$ cat src/hw/rtl/two_point_pointer_calibration_defines.svh
// Assertion macros shared by the pointer calibration RTL.
`ifndef TWO_POINT_POINTER_CALIBRATION_DEFINES_SVH
`define TWO_POINT_POINTER_CALIBRATION_DEFINES_SVH

// Same-cycle implication, checked on every rising edge out of reset.
`define TPPC_ASSERT_IMP(lbl, ante, cons, msg) \
    lbl: assert property (@(posedge i_clk) disable iff (!i_rst_n) (ante) |-> (cons)) \
        else $error(msg);

// Next-cycle implication, checked on every rising edge out of reset.
`define TPPC_ASSERT_NXT(lbl, ante, cons, msg) \
    lbl: assert property (@(posedge i_clk) disable iff (!i_rst_n) (ante) |=> (cons)) \
        else $error(msg);

`endif

$ cat src/hw/rtl/tppc_pkg.sv
// Types, constants and helpers shared by the pointer calibration modules.
package tppc_pkg;

    localparam int FRAC_BITS = 16;
    localparam int RAW_W     = 16;
    localparam int SIZE_W    = 12;
    localparam int NUM_W     = 11;
    localparam int DEN_W     = RAW_W + 1;
    localparam int QUO_W     = NUM_W + FRAC_BITS;
    localparam int GAIN_W    = 32;
    localparam int OFS_W     = 48;
    localparam int SUM_W     = OFS_W + 1;
    localparam int CUR_W     = 16;
    localparam int QCNT_W    = $clog2(QUO_W);
    localparam int MCNT_W    = $clog2(RAW_W);
    localparam int ADDR_W    = 3;
    localparam int APB_W     = 32;
    localparam int M_DATA_W  = 2 * CUR_W + 2 * SIZE_W;

    // size*61/160 as a multiply by a scaled reciprocal, exact for 12-bit sizes
    localparam int TGT_MUL_W = 19;
    localparam int TGT_MUL   = 399770;
    localparam int TGT_SHIFT = 20;

    localparam logic [SIZE_W-1:0] WIDTH_RST  = SIZE_W'(320);
    localparam logic [SIZE_W-1:0] HEIGHT_RST = SIZE_W'(240);

    // register index codes
    localparam logic REG_WIDTH  = 1'b0;
    localparam logic REG_HEIGHT = 1'b1;

    typedef logic [RAW_W-1:0]  t_raw;
    typedef logic [SIZE_W-1:0] t_size;
    typedef logic [NUM_W-1:0]  t_num;
    typedef logic [DEN_W-1:0]  t_den;
    typedef logic [QUO_W-1:0]  t_quo;
    typedef logic [GAIN_W-1:0] t_gain;
    typedef logic [OFS_W-1:0]  t_ofs;

    // Start and finish strobes of a serial arithmetic unit.
    typedef struct packed {
        logic start;
    } t_unit_ctl;

    typedef struct packed {
        logic done;
    } t_unit_sts;

    // Distance between the two targets on one axis: floor(size*61/160).
    function automatic t_num tgt_delta(input t_size size);
        logic [SIZE_W+TGT_MUL_W-1:0] p;
        p = (SIZE_W+TGT_MUL_W)'(size) * (SIZE_W+TGT_MUL_W)'(TGT_MUL);
        return p[TGT_SHIFT +: NUM_W];
    endfunction

endpackage

$ cat src/hw/rtl/tppc_div.sv
// Radix-2 restoring divider: one quotient bit per cycle.
module tppc_div (
    input  logic              i_clk,
    input  logic              i_rst_n,
    input  tppc_pkg::t_unit_ctl i_ctl,
    input  tppc_pkg::t_num    i_num,
    input  tppc_pkg::t_den    i_dvs,
    output tppc_pkg::t_unit_sts o_sts,
    output tppc_pkg::t_quo    o_quo
);
    import tppc_pkg::*;

    logic              r_busy;
    logic              r_done;
    logic [QCNT_W-1:0] r_cnt;
    logic [DEN_W-1:0]  r_rem;
    logic [DEN_W-1:0]  r_dvs;
    logic [QUO_W-1:0]  r_quo;

    logic [DEN_W:0]    w_trial;
    logic [DEN_W:0]    w_diff;
    logic              w_fit;
    logic [DEN_W-1:0]  n_rem;

    // shift the next dividend bit into the partial remainder and try the divisor
    always_comb begin
        w_trial = {r_rem, r_quo[QUO_W-1]};
        w_diff  = w_trial - {1'b0, r_dvs};
        w_fit   = w_trial >= {1'b0, r_dvs};
        n_rem   = w_fit ? w_diff[DEN_W-1:0] : w_trial[DEN_W-1:0];
    end

    always_ff @(posedge i_clk) begin
        if (!i_rst_n) begin
            r_busy <= 1'b0;
            r_done <= 1'b0;
            r_cnt  <= '0;
        end else begin
            r_done <= 1'b0;
            if (i_ctl.start) begin
                r_busy <= 1'b1;
                r_cnt  <= '0;
            end else if (r_busy) begin
                r_cnt <= r_cnt + QCNT_W'(1);
                if (r_cnt == QCNT_W'(QUO_W - 1)) begin
                    r_busy <= 1'b0;
                    r_done <= 1'b1;
                end
            end
        end
    end

    // dividend and quotient share one shift register
    always_ff @(posedge i_clk) begin
        if (i_ctl.start) begin
            r_quo <= {i_num, FRAC_BITS'(0)};
            r_rem <= '0;
            r_dvs <= i_dvs;
        end else if (r_busy) begin
            r_quo <= {r_quo[QUO_W-2:0], w_fit};
            r_rem <= n_rem;
        end
    end

    assign o_sts.done = r_done;
    assign o_quo      = r_quo;

endmodule

$ cat src/hw/rtl/tppc_mul.sv
// Bit-serial signed multiplier: gain times a 16-bit reading, MSB first.
module tppc_mul (
    input  logic              i_clk,
    input  logic              i_rst_n,
    input  tppc_pkg::t_unit_ctl i_ctl,
    input  tppc_pkg::t_gain   i_a,
    input  tppc_pkg::t_raw    i_b,
    output tppc_pkg::t_unit_sts o_sts,
    output tppc_pkg::t_ofs    o_prod
);
    import tppc_pkg::*;

    logic              r_busy;
    logic              r_done;
    logic [MCNT_W-1:0] r_cnt;
    logic [GAIN_W-1:0] r_a;
    logic [RAW_W-1:0]  r_b;
    logic [OFS_W-1:0]  r_acc;

    logic [OFS_W-1:0]  w_part;
    logic [OFS_W-1:0]  n_acc;

    // the sign bit of the reading carries negative weight
    always_comb begin
        w_part = r_b[RAW_W-1] ? {{(OFS_W-GAIN_W){r_a[GAIN_W-1]}}, r_a} : '0;
        if (r_cnt == '0) begin
            n_acc = '0 - w_part;
        end else begin
            n_acc = {r_acc[OFS_W-2:0], 1'b0} + w_part;
        end
    end

    always_ff @(posedge i_clk) begin
        if (!i_rst_n) begin
            r_busy <= 1'b0;
            r_done <= 1'b0;
            r_cnt  <= '0;
        end else begin
            r_done <= 1'b0;
            if (i_ctl.start) begin
                r_busy <= 1'b1;
                r_cnt  <= '0;
            end else if (r_busy) begin
                r_cnt <= r_cnt + MCNT_W'(1);
                if (r_cnt == MCNT_W'(RAW_W - 1)) begin
                    r_busy <= 1'b0;
                    r_done <= 1'b1;
                end
            end
        end
    end

    always_ff @(posedge i_clk) begin
        if (i_ctl.start) begin
            r_a <= i_a;
            r_b <= i_b;
        end else if (r_busy) begin
            r_b   <= {r_b[RAW_W-2:0], 1'b0};
            r_acc <= n_acc;
        end
    end

    assign o_sts.done = r_done;
    assign o_prod     = r_acc;

endmodule

$ cat src/hw/rtl/two_point_pointer_calibration.sv
// Top level of the two-point pointer calibration block.
//
// Usage
//   Input beats arrive on s_axis: tdata carries raw_x and raw_y, tuser the
//   capture flag. Each accepted beat yields exactly one result beat on
//   m_axis: the calibrated cursor, the phase after the beat and the screen
//   position of the target to aim at next. The screen width and height
//   registers sit on the APB port at byte addresses 0 and 4; write them
//   only while the block is idle.
// Sequencing
//   One beat is worked on at a time. An ordinary beat runs the start of a
//   serial multiply, the multiply, the sum and the output load; the next beat
//   is taken once the block is back in idle. A capture that completes
//   calibration first runs the divide and a serial multiply for the offsets.
// Reset and stalls
//   Reset clears phase, captures, gains and offsets, so the cursor reads
//   (0,0) until calibrated, and loads the 320 x 240 screen size. A result
//   held in the output register waits for m_axis_tready; the next beat is
//   still accepted and worked on, and stalls only when it must deliver.
module two_point_pointer_calibration (
    input  logic                          i_clk,
    input  logic                          i_rst_n,
    // slave side: [15:0] raw_x, [31:16] raw_y
    input  logic                          s_axis_tvalid,
    output logic                          s_axis_tready,
    input  logic [31:0]                   s_axis_tdata,
    // slave side user: [0] capture
    input  logic                          s_axis_tuser,
    // master side: [15:0] cursor_x, [31:16] cursor_y, [43:32] target_x,
    // [55:44] target_y
    output logic                          m_axis_tvalid,
    input  logic                          m_axis_tready,
    output logic [tppc_pkg::M_DATA_W-1:0] m_axis_tdata,
    // master side user: [0] target_index
    output logic                          m_axis_tuser,
    // configuration
    input  logic                          psel,
    input  logic                          penable,
    input  logic                          pwrite,
    input  logic [tppc_pkg::ADDR_W-1:0]   paddr,
    input  logic [tppc_pkg::APB_W-1:0]    pwdata,
    output logic [tppc_pkg::APB_W-1:0]    prdata,
    output logic                          pready
);
    import tppc_pkg::*;

`include "two_point_pointer_calibration_defines.svh"

    typedef enum logic [4:0] {
        S_IDLE = 5'b00001,
        S_DIV  = 5'b00010,
        S_OFS  = 5'b00100,
        S_MAP  = 5'b01000,
        S_OUT  = 5'b10000
    } t_state;

    t_state          r_state, n_state;
    logic            r_go, n_go;

    // configuration and the target spacing derived from it
    t_size           r_width, r_height;
    t_num            r_num_x, r_num_y;

    // calibration state
    logic            r_phase;
    t_raw            r_cap0_x, r_cap0_y;
    t_gain           r_gain_x, r_gain_y;
    t_ofs            r_ofs_x, r_ofs_y;

    // beat in flight
    t_raw            r_raw_x, r_raw_y;
    t_den            r_mag_x, r_mag_y;
    logic            r_neg_x, r_neg_y;
    logic            r_zero_x, r_zero_y;
    logic [SUM_W-1:0] r_sum_x, r_sum_y;

    // output register
    logic            r_m_valid;
    logic [M_DATA_W-1:0] r_m_data;
    logic            r_m_user;

    logic            w_s_acc;
    logic            w_cfg_wr;
    logic            w_out_load;
    t_raw            w_in_x, w_in_y;
    t_den            w_den_x, w_den_y;
    t_unit_ctl       w_div_ctl, w_mul_ctl;
    t_unit_sts       w_div_sts_x, w_div_sts_y, w_mul_sts_x, w_mul_sts_y;
    t_quo            w_quo_x, w_quo_y;
    t_ofs            w_prod_x, w_prod_y;
    t_raw            w_mul_b_x, w_mul_b_y;
    t_size           w_t0_x, w_t0_y, w_tgt_x, w_tgt_y;
    logic [CUR_W-1:0] w_cur_x, w_cur_y;

    // Saturate the unsigned quotient into a signed gain; hold the old gain
    // when the raw delta is zero.
    function automatic t_gain gain_sat(input t_gain old, input t_quo quo,
                                       input logic zero, input logic neg);
        logic [63:0] qe;
        t_gain       mag;
        qe = 64'(quo);
        if (zero) begin
            return old;
        end else if (!neg) begin
            return (qe > 64'h7FFF_FFFF) ? 32'h7FFF_FFFF : qe[GAIN_W-1:0];
        end else begin
            mag = (qe > 64'h8000_0000) ? 32'h8000_0000 : qe[GAIN_W-1:0];
            return '0 - mag;
        end
    endfunction

    // Drop the fraction toward zero, then clamp to 16 signed bits.
    function automatic logic [CUR_W-1:0] to_cursor(input logic [SUM_W-1:0] v);
        logic signed [SUM_W-1:0] s;
        logic [SUM_W-1:0]        t;
        logic                    fits;
        s    = $signed(v) >>> FRAC_BITS;
        t    = s + SUM_W'(v[SUM_W-1] & (|v[FRAC_BITS-1:0]));
        fits = (&t[SUM_W-1:CUR_W-1]) | ~(|t[SUM_W-1:CUR_W-1]);
        if (fits) begin
            return t[CUR_W-1:0];
        end else begin
            return t[SUM_W-1] ? {1'b1, {(CUR_W-1){1'b0}}} : {1'b0, {(CUR_W-1){1'b1}}};
        end
    endfunction

    assign w_in_x  = s_axis_tdata[RAW_W-1:0];
    assign w_in_y  = s_axis_tdata[2*RAW_W-1:RAW_W];
    assign s_axis_tready = (r_state == S_IDLE);
    assign w_s_acc = s_axis_tvalid && s_axis_tready;

    // raw delta of the two captures; the second capture is the beat itself
    assign w_den_x = {r_cap0_x[RAW_W-1], r_cap0_x} - {w_in_x[RAW_W-1], w_in_x};
    assign w_den_y = {r_cap0_y[RAW_W-1], r_cap0_y} - {w_in_y[RAW_W-1], w_in_y};

    // ---------------------------------------------------------------------
    // Configuration port
    // ---------------------------------------------------------------------
    assign pready   = 1'b1;
    assign w_cfg_wr = psel && penable && pwrite && pready;
    assign prdata   = (paddr[ADDR_W-1] == REG_HEIGHT) ? APB_W'(r_height) : APB_W'(r_width);

    always_ff @(posedge i_clk) begin
        if (!i_rst_n) begin
            r_width  <= WIDTH_RST;
            r_height <= HEIGHT_RST;
        end else if (w_cfg_wr) begin
            if (paddr[ADDR_W-1] == REG_WIDTH) begin
                r_width <= pwdata[SIZE_W-1:0];
            end else begin
                r_height <= pwdata[SIZE_W-1:0];
            end
        end
    end

    // target spacing follows the registers in the next cycle
    always_ff @(posedge i_clk) begin
        r_num_x <= tgt_delta(r_width);
        r_num_y <= tgt_delta(r_height);
    end

    assign w_t0_x = {1'b0, r_width[SIZE_W-1:1]};
    assign w_t0_y = {1'b0, r_height[SIZE_W-1:1]};

    // ---------------------------------------------------------------------
    // Sequencer: IDLE -> [DIV -> OFS ->] MAP -> OUT -> IDLE
    // ---------------------------------------------------------------------
    assign w_out_load = (r_state == S_OUT) && (!r_m_valid || m_axis_tready);

    always_comb begin
        n_state = r_state;
        n_go    = 1'b0;
        unique case (r_state)
            S_IDLE: begin
                if (w_s_acc) begin
                    n_go    = 1'b1;
                    n_state = (s_axis_tuser && r_phase) ? S_DIV : S_MAP;
                end
            end
            S_DIV: begin
                if (w_div_sts_x.done) begin
                    n_go    = 1'b1;
                    n_state = S_OFS;
                end
            end
            S_OFS: begin
                if (w_mul_sts_x.done) begin
                    n_go    = 1'b1;
                    n_state = S_MAP;
                end
            end
            S_MAP: begin
                if (w_mul_sts_x.done) begin
                    n_state = S_OUT;
                end
            end
            S_OUT: begin
                if (w_out_load) begin
                    n_state = S_IDLE;
                end
            end
            default: begin
                n_state = S_IDLE;
            end
        endcase
    end

    always_ff @(posedge i_clk) begin
        if (!i_rst_n) begin
            r_state <= S_IDLE;
            r_go    <= 1'b0;
        end else begin
            r_state <= n_state;
            r_go    <= n_go;
        end
    end

    // ---------------------------------------------------------------------
    // Calibration state
    // ---------------------------------------------------------------------
    always_ff @(posedge i_clk) begin
        if (!i_rst_n) begin
            r_phase  <= 1'b0;
            r_cap0_x <= '0;
            r_cap0_y <= '0;
            r_gain_x <= '0;
            r_gain_y <= '0;
            r_ofs_x  <= '0;
            r_ofs_y  <= '0;
        end else begin
            if (w_s_acc && s_axis_tuser) begin
                r_phase <= ~r_phase;
                if (!r_phase) begin
                    r_cap0_x <= w_in_x;
                    r_cap0_y <= w_in_y;
                end
            end
            if ((r_state == S_DIV) && w_div_sts_x.done) begin
                r_gain_x <= gain_sat(r_gain_x, w_quo_x, r_zero_x, r_neg_x);
                r_gain_y <= gain_sat(r_gain_y, w_quo_y, r_zero_y, r_neg_y);
            end
            // offset = target0 - gain*raw0, both with the fraction bits
            if ((r_state == S_OFS) && w_mul_sts_x.done) begin
                r_ofs_x <= (OFS_W'(w_t0_x) << FRAC_BITS) - w_prod_x;
                r_ofs_y <= (OFS_W'(w_t0_y) << FRAC_BITS) - w_prod_y;
            end
        end
    end

    // beat payload and divider operands
    always_ff @(posedge i_clk) begin
        if (w_s_acc) begin
            r_raw_x  <= w_in_x;
            r_raw_y  <= w_in_y;
            r_neg_x  <= w_den_x[DEN_W-1];
            r_neg_y  <= w_den_y[DEN_W-1];
            r_zero_x <= (w_den_x == '0);
            r_zero_y <= (w_den_y == '0);
            r_mag_x  <= w_den_x[DEN_W-1] ? ('0 - w_den_x) : w_den_x;
            r_mag_y  <= w_den_y[DEN_W-1] ? ('0 - w_den_y) : w_den_y;
        end
        if ((r_state == S_MAP) && w_mul_sts_x.done) begin
            r_sum_x <= {r_ofs_x[OFS_W-1], r_ofs_x} + {w_prod_x[OFS_W-1], w_prod_x};
            r_sum_y <= {r_ofs_y[OFS_W-1], r_ofs_y} + {w_prod_y[OFS_W-1], w_prod_y};
        end
    end

    // ---------------------------------------------------------------------
    // Serial arithmetic, one lane per axis
    // ---------------------------------------------------------------------
    assign w_div_ctl.start = r_go && (r_state == S_DIV);
    assign w_mul_ctl.start = r_go && ((r_state == S_OFS) || (r_state == S_MAP));
    assign w_mul_b_x = (r_state == S_OFS) ? r_cap0_x : r_raw_x;
    assign w_mul_b_y = (r_state == S_OFS) ? r_cap0_y : r_raw_y;

    tppc_div u_div_x (
        .i_clk   (i_clk),
        .i_rst_n (i_rst_n),
        .i_ctl   (w_div_ctl),
        .i_num   (r_num_x),
        .i_dvs   (r_mag_x),
        .o_sts   (w_div_sts_x),
        .o_quo   (w_quo_x)
    );

    tppc_div u_div_y (
        .i_clk   (i_clk),
        .i_rst_n (i_rst_n),
        .i_ctl   (w_div_ctl),
        .i_num   (r_num_y),
        .i_dvs   (r_mag_y),
        .o_sts   (w_div_sts_y),
        .o_quo   (w_quo_y)
    );

    tppc_mul u_mul_x (
        .i_clk   (i_clk),
        .i_rst_n (i_rst_n),
        .i_ctl   (w_mul_ctl),
        .i_a     (r_gain_x),
        .i_b     (w_mul_b_x),
        .o_sts   (w_mul_sts_x),
        .o_prod  (w_prod_x)
    );

    tppc_mul u_mul_y (
        .i_clk   (i_clk),
        .i_rst_n (i_rst_n),
        .i_ctl   (w_mul_ctl),
        .i_a     (r_gain_y),
        .i_b     (w_mul_b_y),
        .o_sts   (w_mul_sts_y),
        .o_prod  (w_prod_y)
    );

    // ---------------------------------------------------------------------
    // Output register: hold the result until the receiver takes it
    // ---------------------------------------------------------------------
    assign w_cur_x = to_cursor(r_sum_x);
    assign w_cur_y = to_cursor(r_sum_y);
    assign w_tgt_x = r_phase ? (w_t0_x - SIZE_W'(r_num_x)) : w_t0_x;
    assign w_tgt_y = r_phase ? (w_t0_y - SIZE_W'(r_num_y)) : w_t0_y;

    always_ff @(posedge i_clk) begin
        if (!i_rst_n) begin
            r_m_valid <= 1'b0;
        end else if (w_out_load) begin
            r_m_valid <= 1'b1;
        end else if (m_axis_tready) begin
            r_m_valid <= 1'b0;
        end
    end

    always_ff @(posedge i_clk) begin
        if (w_out_load) begin
            r_m_data <= {w_tgt_y, w_tgt_x, w_cur_y, w_cur_x};
            r_m_user <= r_phase;
        end
    end

    assign m_axis_tvalid = r_m_valid;
    assign m_axis_tdata  = r_m_data;
    assign m_axis_tuser  = r_m_user;

    `TPPC_ASSERT_IMP(a_div_done_in_div, w_div_sts_x.done, r_state == S_DIV, "divider finished outside DIV")
    `TPPC_ASSERT_IMP(a_div_lanes, w_div_sts_x.done != w_div_sts_y.done, 1'b0, "divide lanes apart")
    `TPPC_ASSERT_IMP(a_lanes_in_step, w_mul_sts_x.done != w_mul_sts_y.done, 1'b0, "multiplier lanes out of step")
    `TPPC_ASSERT_IMP(a_phase_on_capture, r_phase != $past(r_phase), $past(w_s_acc && s_axis_tuser), "phase moved without a capture")
    `TPPC_ASSERT_IMP(a_out_from_seq, $rose(r_m_valid), $past(r_state == S_OUT), "result loaded outside OUT")
    `TPPC_ASSERT_NXT(a_busy_after_accept, w_s_acc, !s_axis_tready, "accepted a second beat while busy")

endmodule
$ cat config.mk
export PLATFORM = sky130hd
export DESIGN_NAME = two_point_pointer_calibration
export DESIGN_NICKNAME = d
export VERILOG_FILES = /design/src/hw/rtl/tppc_pkg.sv /design/src/hw/rtl/tppc_div.sv /design/src/hw/rtl/tppc_mul.sv /design/src/hw/rtl/two_point_pointer_calibration.sv
export VERILOG_INCLUDE_DIRS = /design/src /design/src/hw/rtl
export SDC_FILE = /design/constraint.sdc
export NUM_CORES = 2
export LEC_CHECK = 0
export ABC_AREA = 1
export BUFFER_PORTS_ARGS = -buffer_cell sky130_fd_sc_hd__clkbuf_2
export CAP_MARGIN = 0
export CELL_PAD_IN_SITES_DETAIL_PLACEMENT = 1
export CELL_PAD_IN_SITES_GLOBAL_PLACEMENT = 2
export CORE_ASPECT_RATIO = 1.75
export CORE_MARGIN = 2
export CORE_UTILIZATION = 37
export DETAILED_ROUTE_END_ITERATION = 8
export MAX_ROUTING_LAYER = met4
export PLACE_DENSITY_LB_ADDON = 0.1
export REMOVE_ABC_BUFFERS = 1
export SYNTH_ARGS = -nofsm -noshare
export SYNTH_HDL_FRONTEND = slang
export SYNTH_HIERARCHICAL = 1
export SYNTH_SLANG_ARGS = --single-unit
$ cat constraint.sdc
create_clock -name i_clk -period 7.5 [get_ports i_clk]
set_input_delay 0 -clock i_clk [delete_from_list [all_inputs] [get_ports i_clk]]
set_output_delay 0 -clock i_clk [all_outputs]
set_load 0.01 [all_outputs]
==> flow_metrics.py <==
metrics = {
    "setup_path": {
        "cpPeakStageDelay_ns": 0.69,
        "cp_data_required_time_ns": 8.12,
        "endpoint_kind": "register",
        "crit_family": "adder cells",
        "arrival_ns": 5.55,
        "crit_path_max_fanout": 9,
        "worstSetupPathType": "register to register",
        "rr_startpoint": "r_width[8]",
        "cp-start-kind": "register",
        "cp_common_cell": "fa_1",
        "crit_start": "r_width[8]",
        "crit_chain": "ha_1 -> inv_1 -> fa_1 -> inv_1 -> fa_1 -> fa_1 -> fa_1 -> ha_1 -> a21oi_1 -> nor2_1 -> o21ai_0 -> nand3_1 -> a21oi_1 -> inv_1 -> a21oi_1 -> xnor2_1",
        "slowest_stage": "dfxtp_1",
        "crit_buf_inv": 3,
    },
    "flow_run": {
        "max-cap-violations": 0,
    },
    "clocking": {
        "cts.sinks": 801,
        "worstSkewPairLatency_ns": 0.72,
        "cts_resized": 0,
        "htree_levels": 3,
        "tritoncts": "yes",
        "clockRootBuffer": "clkbuf_16",
        "cts_max_path_buffers": 3,
        "numCtsBuffers": 87,
        "path_clk_slew_ns": 0.07,
    },
    "sta": {
        "finClkSkew_ns": 0.0375,
        "worst_pin_slew_ns": 1.11,
        "hold_violations": 0,
        "min_period_ns": 4.93,
        "slew_headroom_pct": 25.4,
        "min_period_over_period_pct": 65.7,
        "slew_violations": 0,
        "finalSetupViolations": 0,
        "grt_setup_unrepaired": "no",
        "fmax_ghz": 0.203,
    },
    "final_layout": {
        "layoutNonFillerInstCount": 12231,
        "syn2layout_area_growth_pct": 9.76,
        "most-common-layout-cells": "2728 x nand2_1, 1540 x inv_1, 929 x nor2_1, 618 x nand3_1, 497 x o21ai_0",
        "layout.nets": 10356,
        "post_route_cells_drive_above_1_share_pct": 6.78,
        "final_common_cell": "nand2_1",
    },
    "routing": {
        "post_drt_wl_per_cell_um": 21.7,
        "drtPass1Iterations": 5,
        "drtIter0Drc": 2579,
        "via_count": 63383,
        "vias_per_cell": 5.18,
        "drc": 0,
        "wl_um": 265000,
        "ant_nets": 0,
    },
    "global_route": {
        "antenna_found_initial": 9,
        "grt_usage_pct": 29.6,
        "grt_pass1_wl_um": 399000,
        "grt_max_degree": 161,
        "grt_pass1_vias": 67273,
        "grt_remaining_overflow": 0,
    },
    "floorplan": {
        "die_area_um2": 183000,
        "rows": 205,
        "io_pins": 167,
        "dieHeight_um": 564,
        "die_w_um": 324,
        "core_area_um2": 178000,
        "start_util_pct": 37.3,
    },
    "power_and_ir_drop": {
        "seqPwrFrac_pct": 40.3,
        "peakVddDrop_mv": 0.243,
        "p_clk_share_pct": 33.8,
        "p_per_area_nw_per_um2": 181,
        "total_power_mw": 13.2,
        "power.internal_mw": 8.56,
        "switchingPower_mw": 4.66,
        "share_comb_of_total_power_pct": 25.9,
        "switching_share_pct": 35.2,
        "leakage_nw": 35.7,
    },
    "placement": {
        "gp_congestion": 0.970,
        "hpwlAfterDp_um": 222000,
        "place_inst": 12000,
        "portBuffers": 123,
    },
    "hold_path": {
        "hp-start": "s_axis_tdata[20]",
        "hp-class": "input pin to register",
    },
    "logic_synthesis": {
        "syn_inst": 9627,
        "yosys_warnings": 6,
        "syn_area_per_cell_um2": 6.90,
        "synth_area_um2": 66400,
    },
    "outcome": {
        "status": "complete, no violations",
    },
}
final cells by class:
class / instances / area [um2]
clock inverters: 53 / 478
flip-flops and latches: 801 / 20800
fillers: 22936 / 105000
repair buffers: 220 / 1530
clock buffers: 109 / 2370
diodes: 7 / 17.5
multi-input cells: 7073 / 38800
inverters: 1588 / 5960
well taps: 2380 / 2980
stage by stage:
stage	cell area [um2]	hold slack [ns]	util (%)	TNS, ns	setup WS (ns)
after detailed placement	69400	0.208	38.9	0	2.58
after floorplan	65400	0.0842	-	-107.55	-1.12
after CTS	72900	0.000371	40.9	0	2.48
final	72900	0.0406	40.9	0	2.57
after global routing	72900	0.0301	40.9	0	2.23
after global placement	69400	0.210	38.9	0	2.59
worst paths after layout:
check	to	slack, ns	depth (start not counted)
worst max-delay path	r_num_x[4]	2.57	16
worst min-delay path	r_raw_y[4]	0.04	2
worst max register to register	r_num_x[4]	2.57	16
worst min register to register	u_div_x/r_dvs[5]	0.41	0
state kept, by name, indices dropped and copies added, names as in the netlist, 48 cells and up:
register and cells:
m_axis_tdata 56, r_sum_x 49, r_sum_y 49, r_ofs_x 48
r_ofs_y 48, u_mul_x/o_prod 48, u_mul_y/o_prod 48
what timing repair did:
action	in CTS	in global routing
buffers inserted	0	0
hold buffers	62	0
endpoints found under the setup margin	0	0
endpoints found under the hold margin	134	0
per-layer routing:
metal	up-vias	GRT usage (%)	wire length, um
li1	31338	-	-
met1	30482	28.8	95800
met2	1024	56.6	144000
met3	539	2.59	6650
met4	0	17.1	18400
met5	-	-	0
power groups by stage:
stage	Combinational (mW)	Sequential [mW]	Clock (mW)
finish	3.42	5.33	4.47
global route	3.87	5.35	4.74
CTS	3.47	5.34	4.61
detailed placement	3.42	5.43	0
global placement	3.35	5.42	0
floorplan	2.31	5.28	0
Note: power is estimated with default switching activity, not from simulation.
